$ cat src/design/kbt_pkg.sv
// Shared types, codes and constants of the k-bucket contact table.
package kbt_pkg;

    localparam int unsigned BUCKET_DEPTH_DEFAULT = 16;
    localparam int unsigned ID_W = 160;
    localparam int unsigned INFO_W = 64;
    localparam int unsigned CAP_W = 5;
    localparam logic [CAP_W-1:0] CAP_RESET = 5'd16;

    localparam logic [1:0] KIND_INSERT = 2'd0;
    localparam logic [1:0] KIND_POP    = 2'd1;
    localparam logic [1:0] KIND_QUERY  = 2'd2;
    localparam logic [1:0] KIND_UNUSED = 2'd3;

    localparam logic [1:0] ST_OK    = 2'd0;
    localparam logic [1:0] ST_FULL  = 2'd1;
    localparam logic [1:0] ST_EMPTY = 2'd2;

    typedef struct packed {
        logic [1:0]  kind;
        logic [31:0] id_high;
        logic [63:0] id_mid;
        logic [63:0] id_low;
        logic [63:0] contact_info;
        logic [4:0]  wanted_count;
    } kbt_in_t;

    typedef struct packed {
        logic [1:0]  status;
        logic [31:0] out_id_high;
        logic [63:0] out_id_mid;
        logic [63:0] out_id_low;
        logic [63:0] out_info;
        logic        last;
    } kbt_out_t;

    typedef struct packed {
        logic [ID_W-1:0]   id;
        logic [INFO_W-1:0] info;
    } kbt_entry_t;

    typedef struct packed {
        logic [ID_W-1:0] distance;
        logic            nearer;
    } kbt_cmp_t;

    typedef enum logic [2:0] {
        S_IDLE,
        S_RD,
        S_CHK,
        S_EMIT,
        S_SH_RD,
        S_SH_WR,
        S_SH_END,
        S_INS_END
    } kbt_state_t;

endpackage

$ cat src/design/kbt_ram.sv
// Generic simple dual-port RAM with registered read.
module kbt_ram #(
    parameter int unsigned WIDTH = 8,
    parameter int unsigned DEPTH = 16,
    parameter int unsigned AW    = 4
) (
    input  logic             clk,
    input  logic             we,
    input  logic [AW-1:0]    waddr,
    input  logic [WIDTH-1:0] wdata,
    input  logic [AW-1:0]    raddr,
    output logic [WIDTH-1:0] rdata
);

    logic [WIDTH-1:0] mem [DEPTH];
    logic [WIDTH-1:0] rdata_reg;

    always_ff @(posedge clk)
    begin
        if (we)
        begin
            mem[waddr] <= wdata;
        end
        rdata_reg <= mem[raddr];
    end

    assign rdata = rdata_reg;

endmodule

$ cat src/design/kbt_dist.sv
// Shared XOR distance unit: distance of an entry to the target against the best so far.
module kbt_dist (
    input  logic [kbt_pkg::ID_W-1:0] entry_id,
    input  logic [kbt_pkg::ID_W-1:0] target,
    input  logic [kbt_pkg::ID_W-1:0] best_dist,
    output kbt_pkg::kbt_cmp_t        cmp
);

    always_comb
    begin
        cmp.distance = entry_id ^ target;
        cmp.nearer   = (entry_id ^ target) < best_dist;
    end

endmodule

$ cat src/design/kademlia_kbucket_table_top.sv
// Top level of the k-bucket contact table: sequencer, entry RAM and distance unit.
//
// Items enter on cmd when start is high and busy is low; kind selects insert,
// pop of the oldest contact or closest query. Each result appears on result
// for one cycle with result_valid high; last marks the final result of an
// item. The receiver cannot stall, so results are never held.
// cfg_ready is always high; the user must write the capacity register over
// cfg_valid/cfg_ready/cfg_data only while idle, which the block does not enforce.
// Every entry is read from the single RAM read port and then checked. Insert
// of a new id scans the table, then appends or rejects. Refresh of an id
// scans up to it, moves every later entry up one place and writes the id at
// the tail. Pop reads the oldest entry and moves every later entry up.
// A query returning all reads the entries in order. A nearest query for w
// contacts sweeps the table once per result with the one shared XOR
// distance comparator.
// An empty-status result and an unused kind do not make the block busy.
// Reset empties the table and sets the capacity to 16; the RAM is not
// cleared, as entries at or above the occupancy are never read.
module kademlia_kbucket_table_top #(
    parameter int unsigned BUCKET_DEPTH = kbt_pkg::BUCKET_DEPTH_DEFAULT
) (
    input  logic                        clk,
    input  logic                        rst_n,
    input  logic                        start,
    output logic                        busy,
    input  kbt_pkg::kbt_in_t            cmd,
    output logic                        result_valid,
    output kbt_pkg::kbt_out_t           result,
    input  logic                        cfg_valid,
    output logic                        cfg_ready,
    input  logic [kbt_pkg::CAP_W-1:0]   cfg_data
);

    localparam int unsigned IDXW = (BUCKET_DEPTH > 1) ? $clog2(BUCKET_DEPTH) : 1;
    localparam int unsigned CNTW = $clog2(BUCKET_DEPTH + 1);
    localparam int unsigned CMPW = (CNTW > kbt_pkg::CAP_W) ? CNTW : kbt_pkg::CAP_W;
    localparam logic [CNTW-1:0] ONE_C   = CNTW'(1);
    localparam logic [CNTW-1:0] DEPTH_C = CNTW'(BUCKET_DEPTH);

    kbt_pkg::kbt_state_t state_reg, state_next;
    kbt_pkg::kbt_in_t    req_reg, req_next;
    kbt_pkg::kbt_out_t   res_reg, res_next;
    kbt_pkg::kbt_entry_t best_reg, best_next;
    logic                res_valid_reg, res_valid_next;
    logic [CNTW-1:0]     idx_reg, idx_next;
    logic [CNTW-1:0]     k_reg, k_next;
    logic [CNTW-1:0]     occ_reg, occ_next;
    logic [kbt_pkg::CAP_W-1:0] cap_reg, cap_next;
    logic [BUCKET_DEPTH-1:0]   used_reg, used_next;
    logic                have_best_reg, have_best_next;
    logic                all_reg, all_next;
    logic [kbt_pkg::ID_W-1:0] best_dist_reg, best_dist_next;
    logic [IDXW-1:0]     best_idx_reg, best_idx_next;

    logic                ram_we;
    logic [IDXW-1:0]     ram_waddr;
    logic [IDXW-1:0]     ram_raddr;
    kbt_pkg::kbt_entry_t ram_wdata;
    kbt_pkg::kbt_entry_t ram_rdata;
    kbt_pkg::kbt_cmp_t   cmp;

    logic [CNTW-1:0]     idx_inc;
    logic [CNTW-1:0]     occ_dec;
    logic [kbt_pkg::ID_W-1:0] req_id;
    logic                room;
    logic                q_last;

    kbt_ram #(
        .WIDTH ($bits(kbt_pkg::kbt_entry_t)),
        .DEPTH (BUCKET_DEPTH),
        .AW    (IDXW)
    ) u_ram (
        .clk   (clk),
        .we    (ram_we),
        .waddr (ram_waddr),
        .wdata (ram_wdata),
        .raddr (ram_raddr),
        .rdata (ram_rdata)
    );

    kbt_dist u_dist (
        .entry_id  (ram_rdata.id),
        .target    (req_id),
        .best_dist (best_dist_reg),
        .cmp       (cmp)
    );

    assign req_id  = {req_reg.id_high, req_reg.id_mid, req_reg.id_low};
    assign idx_inc = idx_reg + ONE_C;
    assign occ_dec = occ_reg - ONE_C;
    assign room    = (CMPW'(occ_reg) < CMPW'(cap_reg)) && (occ_reg < DEPTH_C);
    assign q_last  = (CMPW'(k_reg) + CMPW'(1)) == CMPW'(req_reg.wanted_count);

    always_ff @(posedge clk or negedge rst_n)
    begin
        if (!rst_n)
        begin
            state_reg     <= kbt_pkg::S_IDLE;
            res_valid_reg <= 1'b0;
            occ_reg       <= '0;
            cap_reg       <= kbt_pkg::CAP_RESET;
            idx_reg       <= '0;
            k_reg         <= '0;
            used_reg      <= '0;
            have_best_reg <= 1'b0;
            all_reg       <= 1'b0;
        end
        else
        begin
            state_reg     <= state_next;
            res_valid_reg <= res_valid_next;
            occ_reg       <= occ_next;
            cap_reg       <= cap_next;
            idx_reg       <= idx_next;
            k_reg         <= k_next;
            used_reg      <= used_next;
            have_best_reg <= have_best_next;
            all_reg       <= all_next;
        end
    end

    always_ff @(posedge clk)
    begin
        req_reg       <= req_next;
        res_reg       <= res_next;
        best_reg      <= best_next;
        best_dist_reg <= best_dist_next;
        best_idx_reg  <= best_idx_next;
    end

    always_comb
    begin
        state_next     = state_reg;
        req_next       = req_reg;
        res_next       = res_reg;
        res_valid_next = 1'b0;
        occ_next       = occ_reg;
        cap_next       = cap_reg;
        idx_next       = idx_reg;
        k_next         = k_reg;
        used_next      = used_reg;
        have_best_next = have_best_reg;
        all_next       = all_reg;
        best_next      = best_reg;
        best_dist_next = best_dist_reg;
        best_idx_next  = best_idx_reg;
        ram_we         = 1'b0;
        ram_waddr      = idx_reg[IDXW-1:0];
        ram_raddr      = idx_reg[IDXW-1:0];
        ram_wdata      = ram_rdata;

        if (cfg_valid)
        begin
            cap_next = cfg_data;
        end

        case (state_reg)
            kbt_pkg::S_IDLE:
            begin
                if (start)
                begin
                    req_next = cmd;
                    idx_next = '0;
                    k_next   = '0;
                    case (cmd.kind)
                        kbt_pkg::KIND_INSERT:
                        begin
                            state_next = (occ_reg == '0) ? kbt_pkg::S_INS_END
                                                         : kbt_pkg::S_RD;
                        end
                        kbt_pkg::KIND_POP,
                        kbt_pkg::KIND_QUERY:
                        begin
                            if (occ_reg == '0 ||
                                (cmd.kind == kbt_pkg::KIND_QUERY && cmd.wanted_count == '0))
                            begin
                                res_next       = '0;
                                res_next.status = kbt_pkg::ST_EMPTY;
                                res_next.last   = 1'b1;
                                res_valid_next  = 1'b1;
                            end
                            else
                            begin
                                all_next       = CMPW'(cmd.wanted_count) >= CMPW'(occ_reg);
                                used_next      = '0;
                                have_best_next = 1'b0;
                                state_next     = kbt_pkg::S_RD;
                            end
                        end
                        default:
                        begin
                            state_next = kbt_pkg::S_IDLE;
                        end
                    endcase
                end
            end

            kbt_pkg::S_RD:
            begin
                state_next = kbt_pkg::S_CHK;
            end

            kbt_pkg::S_CHK:
            begin
                case (req_reg.kind)
                    kbt_pkg::KIND_INSERT:
                    begin
                        if (ram_rdata.id == req_id)
                        begin
                            state_next = (idx_inc < occ_reg) ? kbt_pkg::S_SH_RD
                                                             : kbt_pkg::S_SH_END;
                        end
                        else
                        begin
                            idx_next   = idx_inc;
                            state_next = (idx_inc == occ_reg) ? kbt_pkg::S_INS_END
                                                              : kbt_pkg::S_RD;
                        end
                    end
                    kbt_pkg::KIND_POP:
                    begin
                        res_next.status      = kbt_pkg::ST_OK;
                        res_next.out_id_high = ram_rdata.id[159:128];
                        res_next.out_id_mid  = ram_rdata.id[127:64];
                        res_next.out_id_low  = ram_rdata.id[63:0];
                        res_next.out_info    = ram_rdata.info;
                        res_next.last        = 1'b1;
                        res_valid_next       = 1'b1;
                        state_next = (idx_inc < occ_reg) ? kbt_pkg::S_SH_RD
                                                         : kbt_pkg::S_SH_END;
                    end
                    default:
                    begin
                        if (all_reg)
                        begin
                            res_next.status      = kbt_pkg::ST_OK;
                            res_next.out_id_high = ram_rdata.id[159:128];
                            res_next.out_id_mid  = ram_rdata.id[127:64];
                            res_next.out_id_low  = ram_rdata.id[63:0];
                            res_next.out_info    = ram_rdata.info;
                            res_next.last        = (idx_inc == occ_reg);
                            res_valid_next       = 1'b1;
                            idx_next             = idx_inc;
                            state_next = (idx_inc == occ_reg) ? kbt_pkg::S_IDLE
                                                              : kbt_pkg::S_RD;
                        end
                        else
                        begin
                            if (!used_reg[idx_reg[IDXW-1:0]] &&
                                (!have_best_reg || cmp.nearer))
                            begin
                                best_next      = ram_rdata;
                                best_dist_next = cmp.distance;
                                best_idx_next  = idx_reg[IDXW-1:0];
                                have_best_next = 1'b1;
                            end
                            idx_next   = idx_inc;
                            state_next = (idx_inc == occ_reg) ? kbt_pkg::S_EMIT
                                                              : kbt_pkg::S_RD;
                        end
                    end
                endcase
            end

            kbt_pkg::S_EMIT:
            begin
                res_next.status           = kbt_pkg::ST_OK;
                res_next.out_id_high      = best_reg.id[159:128];
                res_next.out_id_mid       = best_reg.id[127:64];
                res_next.out_id_low       = best_reg.id[63:0];
                res_next.out_info         = best_reg.info;
                res_next.last             = q_last;
                res_valid_next            = 1'b1;
                used_next[best_idx_reg]   = 1'b1;
                k_next                    = k_reg + ONE_C;
                have_best_next            = 1'b0;
                idx_next                  = '0;
                state_next = q_last ? kbt_pkg::S_IDLE : kbt_pkg::S_RD;
            end

            kbt_pkg::S_SH_RD:
            begin
                ram_raddr  = idx_inc[IDXW-1:0];
                state_next = kbt_pkg::S_SH_WR;
            end

            kbt_pkg::S_SH_WR:
            begin
                ram_we     = 1'b1;
                ram_waddr  = idx_reg[IDXW-1:0];
                ram_wdata  = ram_rdata;
                idx_next   = idx_inc;
                state_next = ((idx_inc + ONE_C) < occ_reg) ? kbt_pkg::S_SH_RD
                                                           : kbt_pkg::S_SH_END;
            end

            kbt_pkg::S_SH_END:
            begin
                if (req_reg.kind == kbt_pkg::KIND_INSERT)
                begin
                    ram_we               = 1'b1;
                    ram_waddr            = occ_dec[IDXW-1:0];
                    ram_wdata.id         = req_id;
                    ram_wdata.info       = req_reg.contact_info;
                    res_next.status      = kbt_pkg::ST_OK;
                    res_next.out_id_high = req_reg.id_high;
                    res_next.out_id_mid  = req_reg.id_mid;
                    res_next.out_id_low  = req_reg.id_low;
                    res_next.out_info    = req_reg.contact_info;
                    res_next.last        = 1'b1;
                    res_valid_next       = 1'b1;
                end
                else
                begin
                    occ_next = occ_dec;
                end
                state_next = kbt_pkg::S_IDLE;
            end

            kbt_pkg::S_INS_END:
            begin
                res_next.status      = room ? kbt_pkg::ST_OK : kbt_pkg::ST_FULL;
                res_next.out_id_high = req_reg.id_high;
                res_next.out_id_mid  = req_reg.id_mid;
                res_next.out_id_low  = req_reg.id_low;
                res_next.out_info    = req_reg.contact_info;
                res_next.last        = 1'b1;
                res_valid_next       = 1'b1;
                if (room)
                begin
                    ram_we         = 1'b1;
                    ram_waddr      = occ_reg[IDXW-1:0];
                    ram_wdata.id   = req_id;
                    ram_wdata.info = req_reg.contact_info;
                    occ_next       = occ_reg + ONE_C;
                end
                state_next = kbt_pkg::S_IDLE;
            end

            default:
            begin
                state_next = kbt_pkg::S_IDLE;
            end
        endcase
    end

    assign busy         = (state_reg != kbt_pkg::S_IDLE);
    assign cfg_ready    = 1'b1;
    assign result_valid = res_valid_reg;
    assign result       = res_reg;

    // occupancy stays within the table
    a_occ_bound: assert property (@(posedge clk) disable iff (!rst_n)
        occ_reg <= DEPTH_C)
        else $error("occupancy beyond table depth");

    // an insert always runs the sequencer
    a_insert_busy: assert property (@(posedge clk) disable iff (!rst_n)
        (start && !busy && cmd.kind == kbt_pkg::KIND_INSERT) |=> busy)
        else $error("insert accepted without going busy");

    // a result without a fresh idle item comes from the sequencer
    a_result_src: assert property (@(posedge clk) disable iff (!rst_n)
        (result_valid && !$past(start && !busy)) |-> $past(busy))
        else $error("result from an idle sequencer");

    // nearest search emits only once a candidate was found
    a_emit_best: assert property (@(posedge clk) disable iff (!rst_n)
        (state_reg == kbt_pkg::S_EMIT) |-> have_best_reg)
        else $error("nearest result without candidate");

endmodule

$ cat config.mk
export PLATFORM = sky130hd
export DESIGN_NAME = kademlia_kbucket_table_top
export DESIGN_NICKNAME = d
export VERILOG_FILES = /design/src/design/kbt_pkg.sv /design/src/design/kbt_ram.sv /design/src/design/kbt_dist.sv /design/src/design/kademlia_kbucket_table_top.sv
export SDC_FILE = /design/constraint.sdc
export NUM_CORES = 2
export LEC_CHECK = 0
export CAP_MARGIN = 5
export CORE_MARGIN = 1
export CORE_UTILIZATION = 25
export CTS_BUF_LIST = sky130_fd_sc_hd__clkbuf_8 sky130_fd_sc_hd__clkbuf_16
export DETAILED_ROUTE_END_ITERATION = 10
export DONT_BUFFER_PORTS = 1
export PLACE_DENSITY = 0.48
export SLEW_MARGIN = 20
export SYNTH_ARGS = -nofsm -noshare
export SYNTH_HDL_FRONTEND = slang
export SYNTH_HIERARCHICAL = 1
export SYNTH_SLANG_ARGS = --single-unit
$ cat constraint.sdc
create_clock -name clk -period 43.4 [get_ports clk]
set_input_delay 0 -clock clk [delete_from_list [all_inputs] [get_ports clk]]
set_output_delay 0 -clock clk [all_outputs]
set_load 0.03 [all_outputs]
* Word-level counts from Yosys, hierarchy flattened
Memory sizes are Yosys's and may differ from the RTL's. A register that Yosys moved wholly into a read port is not among the register bits.
Index checks and enable logic that the tools add are counted.
** Cells by class
- Muxes and demuxes :: 63
- Equality and inequality tests :: 28
- Add/sub/neg operators :: 5
- Reductions and logical operators :: 33
- Magnitude comparators :: 9
- Bitwise operators :: 5
** Operators by type and width (number)
- two-way mux 227 bit :: 5
- one-hot mux 227 bit (5 select lines) :: 1
- one-hot mux 227 bit (2 select lines) :: 1
- two-way mux 224 bit :: 2
- one-hot mux 224 bit (2 select lines) :: 1
- == test 160 bit :: 1
- < comparator 160 bit :: 1
- bitwise XOR 160 bit :: 1
- two-way mux 16 bit :: 3
- one-hot mux 16 bit (2 select lines) :: 1
- one-hot mux 5 bit (2 select lines) :: 3
- != test 2 bit, second input constant :: 11
- one-hot mux 3 bit (7 select lines) :: 1
- adder 5 x 1 -> 5 bit, second input constant :: 4
- two-way mux 5 bit :: 4
- one-hot mux 5 bit (4 select lines) :: 1
- two-way mux 1 bit :: 19
- OR 16 bit :: 1
- AND reduction 4 bit :: 4
- < comparator 5 bit :: 3
- two-way mux 3 bit :: 5
- AND reduction 7 bit :: 2
- == test 3 bit, second input constant :: 4
- two-way mux 4 bit :: 3
- other kinds (34) :: 61
** Word-level totals
- Word-level logic and storage cells :: 169
- RAM bits :: 3584
- Input port bits :: 240
- Flip-flop bits (word level) :: 888
- Memories kept :: 1
** Memory list
- u_ram.mem :: depth 16, width 224, read ports 1, clocked after memory_dff 1, wr ports 1, line kbt_ram.sv:15 : logic [WIDTH-1:0] mem [DEPTH];

* Longest topological paths before layout
- Depth after elaboration :: 8
- Depth in mapped cells :: 13

* Cells and area by module
Netlist, hierarchy kept.
** By module, submodules not included
- kbt_ram :: instances 1, cells an instance 5853, seq. area each 112107.5 um^2, area an instance 139054.6 um^2
- kademlia_kbucket_table_top :: instances 1, cells an instance 3157, seq. area each 26456.6 um^2, area an instance 39067.5 um^2
- kbt_dist :: instances 1, cells an instance 733, seq. area each 0.0 um^2, area an instance 5401.4 um^2

* Worst setup path after synthesis
OpenSTA, ideal clock, no wires.
- Path kind :: register to register
- Start :: register state_reg[1]
- End :: register res_reg, in the netlist result[0] (enable)
- Arrival time :: 18455 ps
- Period minus slack after synthesis :: 19348 ps
- Cell stages (with the launch flop) :: 7
- Buffers on the path :: 2
- Setup slack :: 24052 ps
- Data required time :: 42507 ps
- Cell sequence :: dfrtp_1 > buf_4 > nor3_1 > and2_1 > clkbuf_1 > nand2_1 > o22ai_1
** On the way
- Cells in the longest elaborated chain, start to end :: 3
** Ends and longest elaborated chain
- from (decl) :: line kademlia_kbucket_table_top.sv:40 : kbt_pkg::kbt_state_t state_reg, state_next;
- from (signal assigned) :: line kademlia_kbucket_table_top.sv:98 : state_reg <= kbt_pkg::S_IDLE;
- from (signal assigned) :: line kademlia_kbucket_table_top.sv:110 : state_reg <= state_next;
- == test 3 x 2 -> 1 bit (tied with other cells) :: line kademlia_kbucket_table_top.sv:157 : case (state_reg)
- != test 3 bit (no line) (tied with other cells)
- AND reduction 7 bit (no line) (*)
- to (signal assigned) :: line kademlia_kbucket_table_top.sv:125 : res_reg <= res_next;
- to (decl) :: line kademlia_kbucket_table_top.sv:42 : kbt_pkg::kbt_out_t res_reg, res_next;
Mark *: on every way between the ends. The rest lies on a longest branch, timed or not.
A chain may end at the register's enable or synchronous reset.

* Worst setup path in the final report
- Start :: register state_reg[1]
- End :: register u_ram.rdata_reg[33], in the netlist u_ram/rdata[33] (read register of u_ram.mem)
** On the way
- Cells in the longest elaborated chain, start to end :: 2
** Ends and longest elaborated chain
- == test 3 bit :: line kademlia_kbucket_table_top.sv:157
- two-way mux 4 bit :: line kademlia_kbucket_table_top.sv:157
- via ram_raddr[0] :: line kademlia_kbucket_table_top.sv:57 : logic [IDXW-1:0] ram_raddr;
- to (decl) :: line kbt_ram.sv:16 : logic [WIDTH-1:0] rdata_reg;
The timed path passes the listed nets, and every way through them passes these cells.

==> metrics <==
delay-heaviest family, CP=buffers and inverters; clock network fraction of total power=29.6%; wire length on met3=43.3 mm; initial antenna violation count=75; Net Count, Synth=10200; Comb power frac=25.6%; CTS Root Buffer Type=sky130_fd_sc_hd__clkbuf_16; cell row count=314; min-delay worst type=in2reg; Synth Area per Inst=18.8 sq um; I/O Pins=470; clock edge transition at the registers on the reported setup and hold paths=60 ps; detailed-routing iteration count for the pre-antenna-repair pass=6; routed wire length per instance=29.5 um; total power after layout=14.7 mW; fraction of synthesis flops using an asynchronous set or reset pin=0.894%; CTS tree=done; CP Buf/Inv Count=9; CTS Buf Count=522; DRT iter0 DRCs=9785; share of the cycle needed by the critical path after routing=20.8%; Detail Placement HPWL=368 mm; Warnings, synthesis=6; vias in the first global route=98600; # setup viols final=0; f_max=111 MHz; global placement routability congestion=0.779; Slew Limit Headroom=15.0%; Crit-path slowest cell=sky130_fd_sc_hd__buf_4; post-layout worst setup margin=34380 ps; Max Cap Violations=0; RSZ-0062 raised after global routing=no; Largest register FFs=3584; routed wire length=617 mm; register area share after synthesis=75.5%; sequential power share=44.8%; final-stage net count=11100; Switching Fraction=33.6%; GRT overflow=0; number of storage elements in the synthesis netlist=4696; Die Outline Area=738000 sq um; first-pass GRT wire length=844 mm; worst setup slack for register-to-register paths=34380 ps; Slew @ Worst Pin=1270 ps; Post-Route M1 WL=264 mm; antenna violation net count after detailed routing=0; met2 WL=289 mm; x dimension of the die=859 um; WS Path Type=reg2reg; area growth from synthesis to final layout=19.6%; most numerous cell on the critical path=sky130_fd_sc_hd__buf_4; dpl ws=33990 ps; vias per cell=4.70; Net Switching=4.94 mW; Post-Syn Area=184000 sq um; final number of hold-violating endpoints=0; Post-synth top cells=4430 x sky130_fd_sc_hd__edfxtp_1, 837 x sky130_fd_sc_hd__mux4_2, 522 x sky130_fd_sc_hd__nor2_1; total negative slack for setup checks=0 ps; overall global routing resource usage=16.2%; Critical Path Start Type=flop; Highest Signal Layer=met5; fraction of layout instances using a drive strength above 1=20.0%; starting density of the core=25.1%; count leader, synth=sky130_fd_sc_hd__edfxtp_1; largest net degree at the start of global routing=109; H-tree level count=6; status=finished, final reports clean; cell taking the most area after synthesis=sky130_fd_sc_hd__edfxtp_1; nature of the critical path endpoint=flop; distinct cell type count of the synthesized netlist=71; total core area=731000 sq um; delay of the slowest critical-path stage=800 ps; Min Clock Period, post-route=9020 ps; commonest register cell after synthesis=sky130_fd_sc_hd__edfxtp_1; top fanout value on the critical path=92; clock latency on the worst-skew pair=1120 ps; portion of synthesized cell area occupied by the leading cell type=72.5%; instance area after placement=197000 sq um; largest cells by area after synthesis=sky130_fd_sc_hd__edfxtp_1 72%, sky130_fd_sc_hd__mux4_2 10%, sky130_fd_sc_hd__dfxtp_1 2.4%; worst-path cell chain=inv_8 -> nand2_1 -> nor2_1 -> xnor2_2 -> buf_4 -> buf_12 -> buf_12 -> buf_4 -> buf_4 -> buf_4 -> buf_4 -> buf_4 -> mux4_2 -> a22oi_1 -> nand2_1; Max rail drop VDD=0.0000478 V; number of clock sinks=4696; Worst Skew=119 ps; number of remaining DRC errors=0; leak pwr=70.6 nW; largest register by flop count=u_ram/mem; Pint=9.75 mW; number of setup buffers added after CTS=0; Cell Pwr Density=66.9 nW/um^2; number of instances in the synthesized netlist=9743; Max clock buf depth=4; total via count after detailed routing=98300; Worst Path Required=44360 ps; Post-synth EDFFs=4430; endpoint arrival time on the critical path=9980 ps; total of buffers placed on input and output ports=0; post-layout util=30.0%; total of cells resized after clock tree synthesis=0; post-route cell area=219000 sq um; Vert. Die Dim=859 um; max-slew violation count=0
-- cell families (layout without fill, tap and decap cells) --
group	after synthesis	after routing	synth area share, %
compound gates	1134	1134	3.89
fa+ha+maj	188	188	1.28
simple gates	1434	1434	3.41
xor+xnor	341	341	1.63
buf+inv	712	2078	1.74
mux	1237	1237	12.5
other cells	1	23	0.00204
flops	4696	4696	75.5
-- per-stage QoR --
step / hold slack [ps] / std cells
after floorplan: -296 / 9743
after detailed placement: -288 / 19400
after global placement: -289 / 19400
final: 82.7 / 20900
after CTS: 0.538 / 20900
after global routing: 34.9 / 20900
-- what timing repair did --
action / in CTS / in global routing
endpoints found under the hold margin: 429 / 0
hold buffers: 521 / 0
endpoints found under the setup margin: 0 / 0
-- power groups by stage --
stage / combinational [mW] / clock, mW / sequential (mW)
6_report: 3.76 / 4.35 / 6.58
5_1_grt: 4.04 / 4.60 / 6.62
4_1_cts: 3.81 / 4.44 / 6.59
3_5_place_dp: 3.74 / 0 / 6.67
3_3_place_gp: 3.72 / 0 / 6.67
2_1_floorplan: 2.24 / 0 / 6.53
-- cell usage in the layout, fill, tap and decap left out, types with 78 or more instances in the layout --
cell                            count
sky130_fd_sc_hd__xor2_1           290
sky130_fd_sc_hd__mux2_2           133
sky130_fd_sc_hd__nand3_1          239
sky130_fd_sc_hd__a21oi_1          308
sky130_fd_sc_hd__ha_1             188
sky130_fd_sc_hd__inv_1            331
sky130_fd_sc_hd__clkinv_2          78
sky130_fd_sc_hd__dlygate4sd3_1    519
sky130_fd_sc_hd__nand2_1          452
sky130_fd_sc_hd__a22oi_1          378
sky130_fd_sc_hd__edfxtp_1        4430
sky130_fd_sc_hd__nor2_1           507
sky130_fd_sc_hd__dfxtp_1          224
sky130_fd_sc_hd__buf_4            385
sky130_fd_sc_hd__mux4_2           837
sky130_fd_sc_hd__mux2i_1          267
sky130_fd_sc_hd__o21ai_0          219
sky130_fd_sc_hd__clkbuf_16        528
-- layout make-up --
cell class | instances | area, sq um
Fill cell | 71600 | 512000
Sequential cell | 4696 | 139000
Multi-Input combinational cell | 4335 | 42300
Clock buffer | 564 | 13700
Tap cell | 9796 | 12300
Timing Repair Buffer | 930 | 8630
Clock inverter | 394 | 3230
Inverter | 190 | 721
Antenna cell | 22 | 55.1
-- per-layer routing --
metal,track usage (%),up-vias
li1,-,40900
met1,22.1,53300
met2,26.0,3468
met3,3.25,721
met4,4.72,22
met5,0,-
-- path summary, 6_finish.rpt --
path / from / end / depth (start not counted)
worst min register to register: u_ram/rdata[12] / best_reg[12] / 0
min in group asynchronous: rst_n / occ_reg[1] / 4
max in group asynchronous: rst_n / cap_reg[4] / 4
worst max-delay path: state_reg[1] / u_ram/rdata[33] / 15
worst min-delay path: cmd[197] / req_id[128] / 2
worst max register to register: state_reg[1] / u_ram/rdata[33] / 15
No activity file was read; power rests on OpenSTA's default activity.
